### src/rtl/mtep_pkg.sv
// Package for the MIDI track event parser: parse phases, result record and
// the byte codes of the track format. No dependencies.
package mtep_pkg;

  // Width of a variable-length number as it is kept
  localparam int unsigned NUM_W  = 28;
  localparam int unsigned TICK_W = 32;

  // Byte codes of the track format
  localparam logic [7:0] DATA_MASK   = 8'h7F;
  localparam logic [7:0] NO_STATUS   = 8'h00;
  localparam logic [7:0] META_STATUS = 8'hFF;
  localparam logic [7:0] EOT_KIND    = 8'h2F;
  localparam logic [3:0] SYS_NIBBLE  = 4'hF;
  localparam logic [3:0] PROG_NIBBLE = 4'hC;
  localparam logic [3:0] PRES_NIBBLE = 4'hD;

  // Where the parser stands within the current event
  typedef enum logic [2:0] {
    PH_DELTA     = 3'd0,
    PH_STATUS    = 3'd1,
    PH_DATA1     = 3'd2,
    PH_DATA2     = 3'd3,
    PH_META_TYPE = 3'd4,
    PH_META_LEN  = 3'd5,
    PH_META_SKIP = 3'd6,
    PH_STOPPED   = 3'd7
  } phase_t;

  // One channel event as delivered on the result channel
  typedef struct packed {
    logic [7:0]        data_second;
    logic [7:0]        data_first;
    logic [7:0]        status;
    logic [TICK_W-1:0] tick;
  } event_t;

  // Channel statuses that carry a single data byte
  function automatic logic one_data_byte(input logic [7:0] st);
    return (st[7:4] == PROG_NIBBLE) || (st[7:4] == PRES_NIBBLE);
  endfunction

endpackage

### src/rtl/midi_track_event_parser.sv
// Top level of the MIDI track event parser: input byte register, parser
// core and result buffer. Depends on mtep_pkg, mtep_core, mtep_out_fifo.
//
//  channel  dir  handshake          tdata / tuser / tlast
//  in_      in   tvalid / tready    tdata[7:0] track byte, tlast chunk end
//  out_     out  tvalid / tready    tdata[55:0] tick, status, data 1, data 2
//
// One byte per cycle is taken while the buffer has room.
// Each byte's decision is one pass through the core between the input
// register and the two-entry result buffer.
// Reset (synchronous, active low) empties both stages and clears the state.
// A stalled result channel fills the buffer; input then stops until a slot
// frees.
module midi_track_event_parser #(
  parameter int unsigned MAX_NUMBER_BYTES = 4
) (
  input  logic        clk,
  input  logic        rst_n,
  input  logic        in_tvalid,
  output logic        in_tready,
  input  logic [7:0]  in_tdata,   // [7:0] track_byte
  input  logic        in_tlast,   // chunk_last
  output logic        out_tvalid,
  input  logic        out_tready,
  output logic [55:0] out_tdata   // [31:0] event_tick, [39:32] event_status,
                                  // [47:40] event_data_first,
                                  // [55:48] event_data_second
);
  import mtep_pkg::*;

  logic       stg_vld_r;
  logic [7:0] stg_byte_r;
  logic       stg_last_r;
  logic       adv;
  logic       fifo_full;
  logic       res_vld;
  event_t     res;
  event_t     out_evt;

  // The registered byte moves on whenever the buffer has room
  assign adv       = stg_vld_r && !fifo_full;
  assign in_tready = !stg_vld_r || adv;

  // Input byte register
  always_ff @(posedge clk) begin
    if (!rst_n) begin
      stg_vld_r <= 1'b0;
    end else if (in_tready) begin
      stg_vld_r <= in_tvalid;
    end
  end

  always_ff @(posedge clk) begin
    if (in_tready && in_tvalid) begin
      stg_byte_r <= in_tdata;
      stg_last_r <= in_tlast;
    end
  end

  mtep_core #(
    .MAX_NUMBER_BYTES(MAX_NUMBER_BYTES)
  ) u_core (
    .clk      (clk),
    .rst_n    (rst_n),
    .byte_vld (adv),
    .byte_in  (stg_byte_r),
    .byte_last(stg_last_r),
    .res_vld  (res_vld),
    .res      (res)
  );

  mtep_out_fifo u_fifo (
    .clk      (clk),
    .rst_n    (rst_n),
    .push     (res_vld),
    .push_data(res),
    .full     (fifo_full),
    .pop_vld  (out_tvalid),
    .pop_rdy  (out_tready),
    .pop_data (out_evt)
  );

  assign out_tdata = {out_evt.data_second, out_evt.data_first,
                      out_evt.status, out_evt.tick};

endmodule

### src/rtl/mtep_core.sv
// Parser state and per-byte decision logic of the MIDI track event parser.
// Depends on mtep_pkg.
module mtep_core #(
  parameter int unsigned MAX_NUMBER_BYTES = 4
) (
  input  logic            clk,
  input  logic            rst_n,
  input  logic            byte_vld,   // a registered byte is handled this cycle
  input  logic [7:0]      byte_in,
  input  logic            byte_last,
  output logic            res_vld,
  output mtep_pkg::event_t res
);
  import mtep_pkg::*;

  localparam logic [2:0] MaxCnt = 3'(MAX_NUMBER_BYTES);

  phase_t            phase_r, phase_nxt;
  logic [7:0]        rs_r, rs_nxt;
  logic [TICK_W-1:0] tick_r, tick_nxt;
  logic [NUM_W-1:0]  acc_r, acc_nxt;
  logic [2:0]        cnt_r, cnt_nxt;
  logic [7:0]        held_r, held_nxt;
  logic [7:0]        kind_r, kind_nxt;
  logic [NUM_W-1:0]  skip_r, skip_nxt;

  logic [NUM_W-1:0]  num_acc;
  logic [2:0]        num_cnt;
  logic [NUM_W-1:0]  skip_dec;
  logic [7:0]        st;
  logic              is_st;

  // Next digit of a variable-length number, most significant group first
  assign num_acc  = {acc_r[NUM_W-8:0], byte_in[6:0]};
  assign num_cnt  = cnt_r + 3'd1;
  assign skip_dec = skip_r - NUM_W'(1);
  assign is_st    = byte_in[7];
  assign st       = is_st ? byte_in : rs_r;

  // Per-byte decision and result formation
  always_comb begin
    phase_nxt       = phase_r;
    rs_nxt          = rs_r;
    tick_nxt        = tick_r;
    acc_nxt         = acc_r;
    cnt_nxt         = cnt_r;
    held_nxt        = held_r;
    kind_nxt        = kind_r;
    skip_nxt        = skip_r;
    res_vld         = 1'b0;
    res.tick        = tick_r;
    res.status      = st;
    res.data_first  = byte_in;
    res.data_second = 8'h00;

    case (phase_r)
      PH_DELTA: begin
        acc_nxt = num_acc;
        cnt_nxt = num_cnt;
        if (!byte_in[7]) begin
          tick_nxt  = tick_r + TICK_W'(num_acc);
          acc_nxt   = '0;
          cnt_nxt   = '0;
          phase_nxt = PH_STATUS;
        end else if (num_cnt >= MaxCnt) begin
          phase_nxt = PH_STOPPED;
        end
      end
      PH_STATUS: begin
        rs_nxt = st;
        if (st == NO_STATUS) begin
          phase_nxt = PH_STOPPED;
        end else if (st == META_STATUS) begin
          if (is_st) begin
            phase_nxt = PH_META_TYPE;
          end else begin
            kind_nxt  = byte_in;
            acc_nxt   = '0;
            cnt_nxt   = '0;
            phase_nxt = PH_META_LEN;
          end
        end else if (st[7:4] == SYS_NIBBLE) begin
          phase_nxt = PH_DELTA;
          // A data byte under a system running status opens the next delta
          if (!is_st) begin
            acc_nxt = num_acc;
            cnt_nxt = num_cnt;
            if (!byte_in[7]) begin
              tick_nxt  = tick_r + TICK_W'(num_acc);
              acc_nxt   = '0;
              cnt_nxt   = '0;
              phase_nxt = PH_STATUS;
            end else if (num_cnt >= MaxCnt) begin
              phase_nxt = PH_STOPPED;
            end
          end
        end else if (is_st) begin
          phase_nxt = PH_DATA1;
        end else if (one_data_byte(st)) begin
          res_vld   = 1'b1;
          phase_nxt = PH_DELTA;
        end else begin
          held_nxt  = byte_in;
          phase_nxt = PH_DATA2;
        end
      end
      PH_DATA1: begin
        if (one_data_byte(rs_r)) begin
          res_vld    = 1'b1;
          res.status = rs_r;
          phase_nxt  = PH_DELTA;
        end else begin
          held_nxt  = byte_in;
          phase_nxt = PH_DATA2;
        end
      end
      PH_DATA2: begin
        res_vld         = 1'b1;
        res.status      = rs_r;
        res.data_first  = held_r;
        res.data_second = byte_in;
        phase_nxt       = PH_DELTA;
      end
      PH_META_TYPE: begin
        kind_nxt  = byte_in;
        acc_nxt   = '0;
        cnt_nxt   = '0;
        phase_nxt = PH_META_LEN;
      end
      PH_META_LEN: begin
        acc_nxt = num_acc;
        cnt_nxt = num_cnt;
        if (!byte_in[7] || (num_cnt >= MaxCnt)) begin
          if (kind_r == EOT_KIND) begin
            phase_nxt = PH_STOPPED;
          end else if (num_acc == '0) begin
            phase_nxt = PH_DELTA;
          end else begin
            skip_nxt  = num_acc;
            phase_nxt = PH_META_SKIP;
          end
          acc_nxt = '0;
          cnt_nxt = '0;
        end
      end
      PH_META_SKIP: begin
        skip_nxt = skip_dec;
        if (skip_dec == '0) begin
          phase_nxt = PH_DELTA;
        end
      end
      default: begin
      end
    endcase

    // At chunk end an unfinished channel event is flushed and all state clears
    if (byte_last) begin
      if (!res_vld && ((phase_nxt == PH_DATA1) || (phase_nxt == PH_DATA2))) begin
        res_vld         = 1'b1;
        res.status      = rs_nxt;
        res.data_first  = 8'h00;
        res.data_second = 8'h00;
      end
      phase_nxt = PH_DELTA;
      rs_nxt    = '0;
      tick_nxt  = '0;
      acc_nxt   = '0;
      cnt_nxt   = '0;
      held_nxt  = '0;
      kind_nxt  = '0;
      skip_nxt  = '0;
    end

    if (!byte_vld) begin
      res_vld = 1'b0;
    end
  end

  // Parser state registers, updated once per handled byte
  always_ff @(posedge clk) begin
    if (!rst_n) begin
      phase_r <= PH_DELTA;
      rs_r    <= '0;
      tick_r  <= '0;
      acc_r   <= '0;
      cnt_r   <= '0;
      held_r  <= '0;
      kind_r  <= '0;
      skip_r  <= '0;
    end else if (byte_vld) begin
      phase_r <= phase_nxt;
      rs_r    <= rs_nxt;
      tick_r  <= tick_nxt;
      acc_r   <= acc_nxt;
      cnt_r   <= cnt_nxt;
      held_r  <= held_nxt;
      kind_r  <= kind_nxt;
      skip_r  <= skip_nxt;
    end
  end

  // A handled last byte leaves the parser waiting for a delta time
  a_last_clears: assert property (@(posedge clk) disable iff (!rst_n)
    byte_vld && byte_last |=> (phase_r == PH_DELTA) && (tick_r == '0) && (rs_r == '0))
    else $error("state not cleared after chunk end");

  // Stopped parsing never yields an event
  a_stopped_silent: assert property (@(posedge clk) disable iff (!rst_n)
    (phase_r == PH_STOPPED) |-> !res_vld)
    else $error("event produced while stopped");

  // A number byte count never reaches past the configured limit
  a_cnt_bound: assert property (@(posedge clk) disable iff (!rst_n)
    cnt_r <= MaxCnt)
    else $error("number byte count overran");

endmodule

### src/rtl/mtep_out_fifo.sv
// Two-entry result buffer that parts the parser from the result channel.
// Depends on mtep_pkg.
module mtep_out_fifo (
  input  logic             clk,
  input  logic             rst_n,
  input  logic             push,
  input  mtep_pkg::event_t push_data,
  output logic             full,
  output logic             pop_vld,
  input  logic             pop_rdy,
  output mtep_pkg::event_t pop_data
);
  import mtep_pkg::*;

  event_t     mem_r [2];
  logic       wr_ptr_r, rd_ptr_r;
  logic [1:0] cnt_r;
  logic       pop;

  assign full     = (cnt_r == 2'd2);
  assign pop_vld  = (cnt_r != 2'd0);
  assign pop      = pop_vld && pop_rdy;
  assign pop_data = mem_r[rd_ptr_r];

  // Entry storage
  always_ff @(posedge clk) begin
    if (push) begin
      mem_r[wr_ptr_r] <= push_data;
    end
  end

  // Pointers and fill count
  always_ff @(posedge clk) begin
    if (!rst_n) begin
      wr_ptr_r <= 1'b0;
      rd_ptr_r <= 1'b0;
      cnt_r    <= 2'd0;
    end else begin
      if (push) begin
        wr_ptr_r <= ~wr_ptr_r;
      end
      if (pop) begin
        rd_ptr_r <= ~rd_ptr_r;
      end
      cnt_r <= cnt_r + {1'b0, push} - {1'b0, pop};
    end
  end

  a_no_overflow: assert property (@(posedge clk) disable iff (!rst_n)
    !(push && full))
    else $error("push into full result buffer");

  a_cnt_range: assert property (@(posedge clk) disable iff (!rst_n)
    cnt_r != 2'd3)
    else $error("result buffer count out of range");

  a_ptr_cnt: assert property (@(posedge clk) disable iff (!rst_n)
    (cnt_r == 2'd0 || cnt_r == 2'd2) |-> (wr_ptr_r == rd_ptr_r))
    else $error("result buffer pointers disagree with count");

endmodule
### config.mk
export PLATFORM = sky130hd
export DESIGN_NAME = midi_track_event_parser
export DESIGN_NICKNAME = d
export VERILOG_FILES = /design/src/rtl/mtep_pkg.sv /design/src/rtl/midi_track_event_parser.sv /design/src/rtl/mtep_core.sv /design/src/rtl/mtep_out_fifo.sv
export SDC_FILE = /design/constraint.sdc
export NUM_CORES = 1
export LEC_CHECK = 0
export BUFFER_PORTS_ARGS = -buffer_cell sky130_fd_sc_hd__buf_2
export CAP_MARGIN = 20
export CORE_ASPECT_RATIO = 0.5
export CORE_MARGIN = 2
export CORE_UTILIZATION = 35
export DETAILED_ROUTE_END_ITERATION = 16
export MAX_ROUTING_LAYER = met4
export SLEW_MARGIN = 20
export SYNTH_ARGS = -nofsm -noshare
export SYNTH_HDL_FRONTEND = slang
export SYNTH_SLANG_ARGS = --single-unit
### constraint.sdc
create_clock -name clk -period 6.41 [get_ports clk]
set_input_delay 1.282 -clock clk [delete_from_list [all_inputs] [get_ports clk]]
set_output_delay 1.282 -clock clk [all_outputs]
set_load 0.01 [all_outputs]
==> impl_metrics.csv, run 1 <==
group,metric,value,unit
outcome,status,"complete, no violations",
placement,gp_congestion,0.9253,
routing,drt-total-wl,30.78,mm
synthesis,postSynthCellCount,1171,
power,peakVddDrop,0.0001609,V
clocking,clock_latency,0.54,ns
die,core-area,33340,um^2
synthesis,synth_top_area_share,30.37,%
synthesis,synth_area_per_cell,10.22,um^2
timing,finClkSkew,0.01474,ns
clocking,cts_root_buf,"clkbuf_16",
routing,drt_iter0_drc,816,
global_route,grt_remaining_overflow,0,
synthesis,synth.top_cells.by_count,"nand2_1 (124), edfxtp_1 (121), dfxtp_1 (117)",
hold_path,holdPathStages,2,
hold_path,min_to,"u_core.cnt_r[1]",
clocking,cts-buffers-inserted,24,
timing,max_freq,223.1,MHz
finish,fillCellCount,3209,
routing,wl_per_cell,18.35,um
power,powerDensity,279.6,nW/um^2
synthesis,async_flop_share,0,%
clocking,htreeDepth,1,
die,die_w,265.5,um
clocking,cts_hold_buf,0,
run,drv_cap,0,
synthesis,ys_ff_latch,238,
die,rows,47,
placement,dp_hpwl,21.23,mm
setup_path,worstSetupStartpointType,"register",
setup_path,cp_data_required_time,6.61,ns
synthesis,yosys_warnings,0,
synthesis,synth-main-ff-cell,"edfxtp_1",
synthesis,yosys-top-cells-area,"edfxtp_1 (30%), dfxtp_1 (20%), mux2_2 (5.6%)",
clocking,cts_setup_buffers,0,
clocking,cts_sinks,238,
setup_path,cp_data_arrival_time,4.68,ns
setup_path,reg2reg_depth,9,
hold_path,hp-class,"reg -> reg",
global_route,grt_usage,17.40,%
timing,finalCriticalPeriod,4.483,ns
routing,viasPerCell,5.530,
die,die_h,134.7,um
placement,io_buffers,70,
timing,tightest_slew,1.029,ns
power,power.leakage,4.814,nW
timing,setup_viol,0,
setup_path,crit_chain,"inv_2 > and3_4 > or4_1 > o211ai_1 > nand2_1 > and4b_1 > o21ai_2 > nor2_4 > buf_4",
synthesis,seq_area_frac_synth,49.94,%
placement,post-place-ws,1.922,ns
setup_path,critPathBufInv,2,
synthesis,synth_edf_count,121,
synthesis,yosysTopAreaCell,"edfxtp_1",
routing,vias,9279,
global_route,grt_pass1_wl,48.19,mm
global_route,grt_pass1_vias,8862,
setup_path,cp_top_family,"simple AND/OR/NAND/NOR gates",
timing,worst_slack,1.927,ns
synthesis,synth_area,11970,um^2
finish,layout-drive-gt1-share,16.10,%
routing,drc_errors,0,
setup_path,cp_slowest_cell,"nor2_4",
timing,fin_tns_setup,0,ns
timing,timing.final.crit_share,69.94,%
synthesis,synth_cell_types,76,
die,die_area,35770,um^2
hold_path,holdCritStartpoint,"u_core.cnt_r[1]",
clocking,clk_path_buf_depth,3,
clocking,cts_resized,0,
setup_path,reg2reg_from,"stg_byte_r[7]",
setup_path,reg2reg_slack,1.93,ns
setup_path,end_kind,"register",
timing,final_max_slew_viol_count,0,
global_route,antenna_found_initial,1,
timing,maxSlewHeadroom,31.21,%
global_route,grt_start_max_net_pins,99,
synthesis,synth_fp_nets,1217,
clocking,tritoncts,"yes",
routing,dr.pass1.iters,5,
die,initial_core_util,35.89,%
finish,nets,1264,
die,io_pins,71,
timing,hold_viol,0,
finish,syn_to_final_growth,12.91,%
clocking,path_clk_slew,0.07,ns
setup_path,cp_max_fo,33,
routing,ant_nets,0,
timing,rsz0062_at_grt,"no",
setup_path,cpPeakStageDelay,0.84,ns
setup_path,worst-setup-path-type,"reg -> reg",
setup_path,rr_endpoint,"u_fifo.mem_r[1][40]",
synthesis,synth_most_common_cell,"nand2_1",
==> tightest hold or removal path: stages, from the launching register on <==
cell      delay (ns)
dfxtp_1         0.32
nand2_1         0.05
a21boi_0        0.06
==> stage by stage <==
stage                     instance area [um^2]  total power, mW  hold slack [ns]  util [%]  instances
final                                    13510            3.777           0.4741     40.52       1678
after global routing                     13510            3.944           0.5125     40.52       1678
after CTS                                13510            3.816           0.4773     40.51       1677
after detailed placement                 12740            2.416           0.4682     38.20       1633
after global placement                   12740            2.411           0.4583     38.20       1633
after floorplan                          11970            2.198           0.4391         -       1171
==> report_power, final <==
part           switching [mW]  internal (mW)
Combinational           0.403          0.278
Sequential             0.0533           1.65
Clock                   0.591          0.804
Total                    1.05           2.73
==> sequential cells by signal, summed over array words and instances, names as in the netlist, named ones only <==
register         cells
u_fifo.mem_r       112
u_core.tick_r       32
u_core.skip_r       28
u_core.acc_r        21
stg_byte_r           8
u_core.held_r        8
u_core.kind_r        8
u_core.rs_r          8
u_core.cnt_r         3
u_core.phase_r       3
u_fifo.cnt_r         2
stg_last_r           1
stg_vld_r            1
u_fifo.rd_ptr_r      1
u_fifo.wr_ptr_r      1
==> how the worst max path moves through the flow <==
stage	slack [ns]	depth (start not counted)	start	endpoint
6_report	1.93	9	stg_byte_r[7]	u_fifo.mem_r[1][40]
5_1_grt	1.65	9	stg_byte_r[7]	u_fifo.mem_r[1][40]
4_1_cts	1.89	9	stg_byte_r[7]	u_fifo.mem_r[1][45]
3_5_place_dp	1.92	9	stg_byte_r[7]	u_fifo.mem_r[1][42]
3_3_place_gp	2.05	9	stg_byte_r[7]	u_fifo.mem_r[1][40]
2_1_floorplan	1.58	9	stg_byte_r[6]	u_fifo.mem_r[0][0]
==> cell families after synthesis <==
logic type / Yosys count / synth area share (%)
AOI/OAI and AO/OA: 285 / 15.79
xor gates and xnor gates: 35 / 2.562
adders and majority gates: 33 / 3.514
buffers and inverters: 74 / 2.426
DFF: 238 / 49.94
muxes: 82 / 7.519
and+or+nand+nor: 424 / 18.25
==> cells in the final DEF, fill, tap and decap left out, drive strengths merged, types with 7 or more instances in the layout <==
cell,Yosys,final
a22oi,31,31
a21boi,32,32
dfxtp,117,117
buf,11,83
edfxtp,121,121
a31oi,7,7
o21a,7,7
clkinv,0,9
or3,12,12
xnor2,22,22
ha,32,32
o31ai,17,17
nor2b,76,76
a21o,11,11
a2111oi,7,7
nor3,25,25
nand2,124,124
o21ai,56,56
inv,12,12
and3,12,12
mux2i,19,19
xor2,13,13
mux2,63,63
a21oi,72,72
nor4,17,17
nand3,43,43
nand2b,7,7
and2,13,13
or2,7,7
nor2,63,63
clkbuf,51,31
==> area by class of cell <==
| type | count | area, um^2 | area share, % |
|---|---|---|---|
| tap | 441 | 551.8 | 4.084 |
| inverter | 12 | 45.04 | 0.3334 |
| timing repair buffer | 83 | 447.9 | 3.315 |
| clock inverter | 13 | 113.9 | 0.8427 |
| antenna | 1 | 2.502 | 0.01852 |
| multi-input combinational | 859 | 5714 | 42.29 |
| clock buffer | 31 | 658.1 | 4.871 |
| sequential | 238 | 5977 | 44.24 |
==> layer usage <==
metal / vias up / part of all wire [%] / global-route usage (%) / routed length, um
li1: 4418 / - / - / -
met1: 4518 / 47 / 23.47 / 14380
met2: 286 / 45 / 27.04 / 13830
met3: 57 / 6.3 / 3.392 / 1924
met4: 0 / 2.1 / 4.300 / 655
met5: - / 0 / - / 0
Note: power is estimated with default switching activity, not from simulation.
==> run 2, diff against run 1 <==
- ABC_AREA: unset -> 1
- clock period: 6.41 -> 3.7 ns (I/O delays scaled with it)
==> run 2 against run 1 <==
Effect of this change:
- clock-buffer cell count grew 5
- fmax grew 41%
- core utilization grew 0.20 points
- combinational power grew 140%
- worst hold slack lost 0.084 ns
- largest power group unchanged
- highest routed layer unchanged
==> impl_metrics.csv, run 2 <==
group,metric,value,unit
synthesis,async_flop_share,0,%
power,clockPowerShare,34.2,%
setup_path,critPathBufInv,2,
synthesis,synth_edf_count,121,
timing,rsz0062_at_grt,"no",
timing,tightest_slew,0.9413,ns
synthesis,synth_cell_types,54,
timing,maxSlewHeadroom,37.16,%
placement,post-place-ws,0.5292,ns
synthesis,synth_area,12420,um^2
setup_path,worstSetupStartpointType,"register",
die,core-area,34710,um^2
power,powerDensity,497.7,nW/um^2
routing,vias,10060,
global_route,grt_remaining_overflow,0,
die,die_h,137.2,um
timing,worst_slack,0.5149,ns
finish,stdcell_area,14140,um^2
routing,ant_nets,0,
timing,finClkSkew,0.01147,ns
finish,mostFrequentLayoutCells,"nand2_1 (323), a21oi_1 (157), inv_1 (133)",
hold_path,hp-class,"in -> reg",
run,drv_cap,0,
die,die_area,37090,um^2
timing,max_freq,314.0,MHz
setup_path,crit_chain,"inv_1 > ha_1 > nand3_4 > nor2_8 > xor2_2 > nand2_1 > nor2_1 > nand3_1 > nor2_2 > nand3_2 > nand2_4 > nand3_4 > nand2_4 > nand2_1 > nor2_4 > buf_12",
routing,wl_per_cell,15.95,um
power,pwr-share-seq,42.5,%
die,initial_core_util,35.77,%
timing,timing.final.crit_share,86.08,%
timing,final_max_slew_viol_count,0,
synthesis,ys_ff_latch,238,
finish,fillCellCount,3495,
synthesis,synth.top_cells.by_count,"nand2_1 (323), a21oi_1 (157), inv_1 (134)",
synthesis,synth_fp_nets,1500,
synthesis,postSynthCellCount,1454,
setup_path,cp_top_family,"simple AND/OR/NAND/NOR gates",
global_route,antenna_found_initial,0,
global_route,grt_usage,17.68,%
power,combPwrFrac,23.3,%
setup_path,worst-setup-path-type,"reg -> reg",
synthesis,synth_most_common_cell,"nand2_1",
synthesis,synth_area_per_cell,8.540,um^2
placement,io_buffers,70,
clocking,clock_latency,0.53,ns
setup_path,cp_data_required_time,3.90,ns
synthesis,synth-main-ff-cell,"edfxtp_1",
routing,dr.pass1.iters,7,
finish,top_register,"u_fifo.mem_r",
setup_path,end_kind,"register",
power,switching_share,30.43,%
finish,largest_reg_flops,112,
setup_path,cp_max_fo,37,
power,peakVddDrop,0.0003155,V
timing,finalCriticalPeriod,3.185,ns
outcome,status,"complete, no violations",
routing,viasPerCell,4.989,
clocking,cts-buffers-inserted,24,
clocking,cts_setup_buffers,0,
setup_path,cp_data_arrival_time,3.39,ns
synthesis,yosys_warnings,0,
clocking,path_clk_slew,0.06,ns
finish,layout-drive-gt1-share,16.61,%
setup_path,cpPeakStageDelay,0.32,ns
clocking,htreeDepth,1,
die,io_pins,71,
power,p_int,4.895,mW
synthesis,yosysTopAreaCell,"edfxtp_1",
routing,drt-total-wl,32.16,mm
timing,setup_viol,0,
finish,syn_to_final_growth,13.85,%
routing,drc_errors,0,
global_route,grt_pass1_wl,50.40,mm
die,rows,48,
routing,drt_iter0_drc,729,
setup_path,cp_slowest_cell,"dfxtp_1",
placement,gp_congestion,0.9410,
synthesis,seq_area_frac_synth,48.13,%
finish,nets,1569,
power,power.leakage,5.494,nW
clocking,cts_sinks,238,
clocking,tritoncts,"yes",
placement,dp_hpwl,23.42,mm
clocking,clk_path_buf_depth,3,
clocking,cts_hold_buf,0,
clocking,cts_resized,0,
global_route,grt_start_max_net_pins,57,
placement,placed_area,13350,um^2
finish,final_common_cell,"nand2_1",
global_route,grt_pass1_vias,9056,
finish,reg_top3,"u_fifo.mem_r: 112 flops, u_core.tick_r: 32 flops, u_core.skip_r: 28 flops",
power,p_switching,2.141,mW
synthesis,yosys-top-cells-area,"edfxtp_1 (29%), dfxtp_1 (19%), nand2_1 (9.8%)",
die,die_w,270.4,um
synthesis,synth_top_area_share,29.26,%
finish,n_antenna_cell,0,
clocking,cts_root_buf,"clkbuf_16",
timing,hold_viol,0,
## run 2: layout make-up
class | instances | area, um^2 | share of cell area (%)
Sequential cell | 238 | 5977 | 42.28
Multi-Input combinational cell | 1021 | 5673 | 40.13
Clock buffer | 36 | 706.9 | 5.001
Tap cell | 475 | 594.3 | 4.204
Timing Repair Buffer | 94 | 568.0 | 4.018
Inverter | 144 | 540.5 | 3.824
Clock inverter | 8 | 76.32 | 0.5399
## run 2: cell families after synthesis
family                     share of synthesized area (%)
xor gates and xnor gates                           1.683
AOI/OAI and AO/OA                                  14.49
buffers and inverters                              6.358
muxes                                              5.159
DFF                                                48.13
and+or+nand+nor                                    20.80
adders and majority gates                          3.386
## run 2: worst paths after layout
path / startpoint / to / slack, ns / depth (start not counted)
max: u_core.skip_r[0] / u_fifo.mem_r[0][19] / 0.51 / 16
min: in_tdata[1] / stg_byte_r[1] / 0.39 / 1
max reg2reg: u_core.skip_r[0] / u_fifo.mem_r[0][19] / 0.51 / 16
min reg2reg: u_core.held_r[7] / u_core.held_r[7] / 0.45 / 2
## run 2: power groups by stage
stage | logic [mW] | clock network (mW) | registers [mW]
final | 1.64 | 2.41 | 2.99
after global routing | 1.81 | 2.57 | 3.00
after CTS | 1.64 | 2.47 | 2.99
after global placement | 1.64 | 0 | 3.05
after floorplan | 1.18 | 0 | 3.00
after detailed placement | 1.63 | 0 | 3.05
## run 2: through the flow
| stage | setup TNS, ns | cells | utilization, % | power [mW] | hold WS (ns) |
|---|---|---|---|---|---|
| after floorplan | -14.21 | 1454 | - | 4.180 | 0.4232 |
| after global placement | 0 | 1972 | 38.47 | 4.690 | 0.4317 |
| after detailed placement | 0 | 1972 | 38.47 | 4.682 | 0.4361 |
| after CTS | 0 | 2016 | 40.72 | 7.108 | 0.3626 |
| after global routing | 0 | 2016 | 40.72 | 7.390 | 0.3700 |
| final | 0 | 2016 | 40.72 | 7.036 | 0.3898 |
## run 2: routing by layer
layer	GRT usage, %	up-vias	wire length, um
met1	24.87	4687	15670
li1	-	5072	-
met5	-	-	0
met2	26.44	257	13800
met4	4.266	0	726
met3	3.154	42	1958
## run 2: worst register-to-register path: stages, from the launching register on
cell     delay [ns]
dfxtp_1        0.32
inv_1          0.14
ha_1           0.29
nand3_4        0.15
nor2_8         0.22
xor2_2         0.16
nand2_1        0.06
nor2_1         0.09
nand3_1        0.10
nor2_2         0.13
nand3_2        0.11
nand2_4        0.11
nand3_4        0.21
nand2_4        0.15
nand2_1        0.17
nor2_4         0.16
buf_12         0.25
==> run 3, diff against run 2 <==
- BUFFER_PORTS_ARGS: -buffer_cell sky130_fd_sc_hd__buf_2 -> unset
- CTS_CLUSTER_SIZE: unset -> 14
- DONT_BUFFER_PORTS: unset -> 1
- TNS_END_PERCENT: unset -> 1
==> run 3 against run 2 <==
Effect of this change:
- clock-buffer cell count down 3
- final cell count is 3.5% lower
- clock power up 9.1%
- clock skew rose by 0.0013 ns
- total power increased by 1.4%
- design area shrank 2.1%
- critical path depth down 4
- die area is the same
- combinational power fell by 8%
- register-to-register slack got worse by 0.05 ns
- first-iteration DRC count rose by 4.3%
- largest cell class unchanged
- largest power group unchanged
==> impl_metrics.csv, run 3 (synthesized netlist as in run 2, its figures left out) <==
group,metric,value,unit
finish,nets,1496,
timing,hold_viol,0,
setup_path,cpPeakStageDelay,0.51,ns
clocking,cts_root_buf,"clkbuf_16",
finish,largest_reg_flops,112,
timing,timing.final.crit_share,87.38,%
clocking,cts_setup_buffers,0,
placement,post-place-ws,0.4890,ns
finish,n_antenna_cell,0,
routing,dr.pass1.iters,7,
finish,post-route-util,39.89,%
clocking,htreeDepth,1,
routing,drc_errors,0,
setup_path,worstSetupStartpointType,"register",
timing,setup_viol,0,
clocking,clock_latency,0.55,ns
finish,fillCellCount,3485,
die,core-area,34710,um^2
clocking,cts_hold_buf,0,
clocking,cts-buffers-inserted,26,
routing,viasPerCell,5.017,
global_route,grt_remaining_overflow,0,
setup_path,cp_slowest_cell,"edfxtp_1",
timing,final_max_slew_viol_count,0,
setup_path,cp_data_arrival_time,3.46,ns
setup_path,cp_top_family,"simple AND/OR/NAND/NOR gates",
clocking,path_clk_slew,0.06,ns
global_route,grt_pass1_vias,8929,
finish,reg_top3,"u_fifo.mem_r: 112 flops, u_core.tick_r: 32 flops, u_core.skip_r: 28 flops",
timing,hold_ws,0.2835,ns
global_route,grt_usage,17.55,%
finish,stdcell_area,13850,um^2
routing,drt-total-wl,31.93,mm
die,die_w,270.4,um
setup_path,end_kind,"register",
timing,rsz0062_at_grt,"no",
global_route,antenna_found_initial,0,
placement,placed_area,12980,um^2
die,die_h,137.2,um
hold_path,hp-class,"in -> reg",
clocking,cts_sinks,238,
timing,maxSlewHeadroom,46.74,%
run,drv_cap,0,
timing,max_freq,309.3,MHz
routing,wl_per_cell,16.42,um
power,finalPower,7.135,mW
global_route,grt_pass1_wl,50.11,mm
placement,gp_congestion,0.9686,
finish,layout-drive-gt1-share,12.65,%
placement,io_buffers,0,
die,io_pins,71,
finish,syn_to_final_growth,11.51,%
die,initial_core_util,35.77,%
finish,seq_area,5977,um^2
die,rows,48,
routing,ant_nets,0,
finish,final_common_cell,"nand2_1",
timing,worst_slack,0.4670,ns
timing,tightest_slew,0.7989,ns
routing,drt_iter0_drc,760,
finish,multiInputGateArea,5673,um^2
timing,finalCriticalPeriod,3.233,ns
setup_path,cp_max_fo,19,
finish,top_register,"u_fifo.mem_r",
global_route,grt_start_max_net_pins,58,
timing,finClkSkew,0.01278,ns
setup_path,crit_chain,"inv_1 > nand4_1 > nor3_1 > nand4_1 > nand2_1 > nand3_1 > a21oi_2 > nand3_4 > nand2_4 > nand2_1 > nor2_4 > buf_4",
power,peakVddDrop,0.0002737,V
outcome,status,"complete, no violations",
setup_path,worst-setup-path-type,"reg -> reg",
placement,dp_hpwl,23.13,mm
die,die_area,37090,um^2
setup_path,cp_data_required_time,3.93,ns
clocking,clk_path_buf_depth,3,
finish,mostFrequentLayoutCells,"nand2_1 (323), a21oi_1 (157), inv_1 (133)",
power,powerDensity,515.3,nW/um^2
routing,vias,9759,
clocking,cts_resized,0,
setup_path,critPathBufInv,2,
clocking,tritoncts,"yes",
power,power.leakage,5.238,nW
## run 3: power by group
group / switching (mW) / leakage, nW / total, mW / internal, mW
Combinational: 0.982 / 2.79 / 1.51 / 0.532
Sequential: 0.112 / 2.04 / 3.00 / 2.88
Clock: 1.08 / 0.411 / 2.63 / 1.55
Total: 2.17 / 5.24 / 7.13 / 4.96
## run 3: metrics by stage
stage,setup TNS [ns],instances
floorplan,-14.21,1454
global placement,0,1897
detailed placement,0,1897
CTS,0,1945
global route,0,1945
finish,0,1945
## run 3: cell type report
class,instances,share of cell area [%]
flip-flops and latches,238,43.17
multi-input cells,1021,40.97
clock buffers,33,5.033
well taps,475,4.292
inverters,144,3.904
repair buffers,19,1.392
clock inverters,15,1.238
## run 3: metal layers
layer / GRT usage (%) / vias up / wire length [um] / part of all wire, %
met4: 5.402 / 0 / 948 / 3.0
met2: 25.98 / 233 / 13430 / 42
met5: - / - / 0 / 0
met1: 24.10 / 4547 / 15680 / 49
li1: - / 4925 / - / -
met3: 3.730 / 54 / 1865 / 5.8
## run 3: worst reg2reg max path, stage by stage (launching register included)
cell and delay (ns):
edfxtp_1 0.51, inv_1 0.34, nand4_1 0.17, nor3_1 0.24, nand4_1 0.17, nand2_1 0.16
nand3_1 0.12, a21oi_2 0.19, nand3_4 0.25, nand2_4 0.14, nand2_1 0.16, nor2_4 0.16
buf_4 0.29
## run 3: final timing paths
kind,startpoint,to,slack [ns],cells past startpoint
worst max-delay path,stg_byte_r[6],u_fifo.mem_r[1][47],0.47,12
worst min-delay path,in_tdata[5],stg_byte_r[5],0.28,0
worst max register to register,stg_byte_r[6],u_fifo.mem_r[1][47],0.47,12
worst min register to register,u_core.held_r[2],u_core.held_r[2],0.44,2
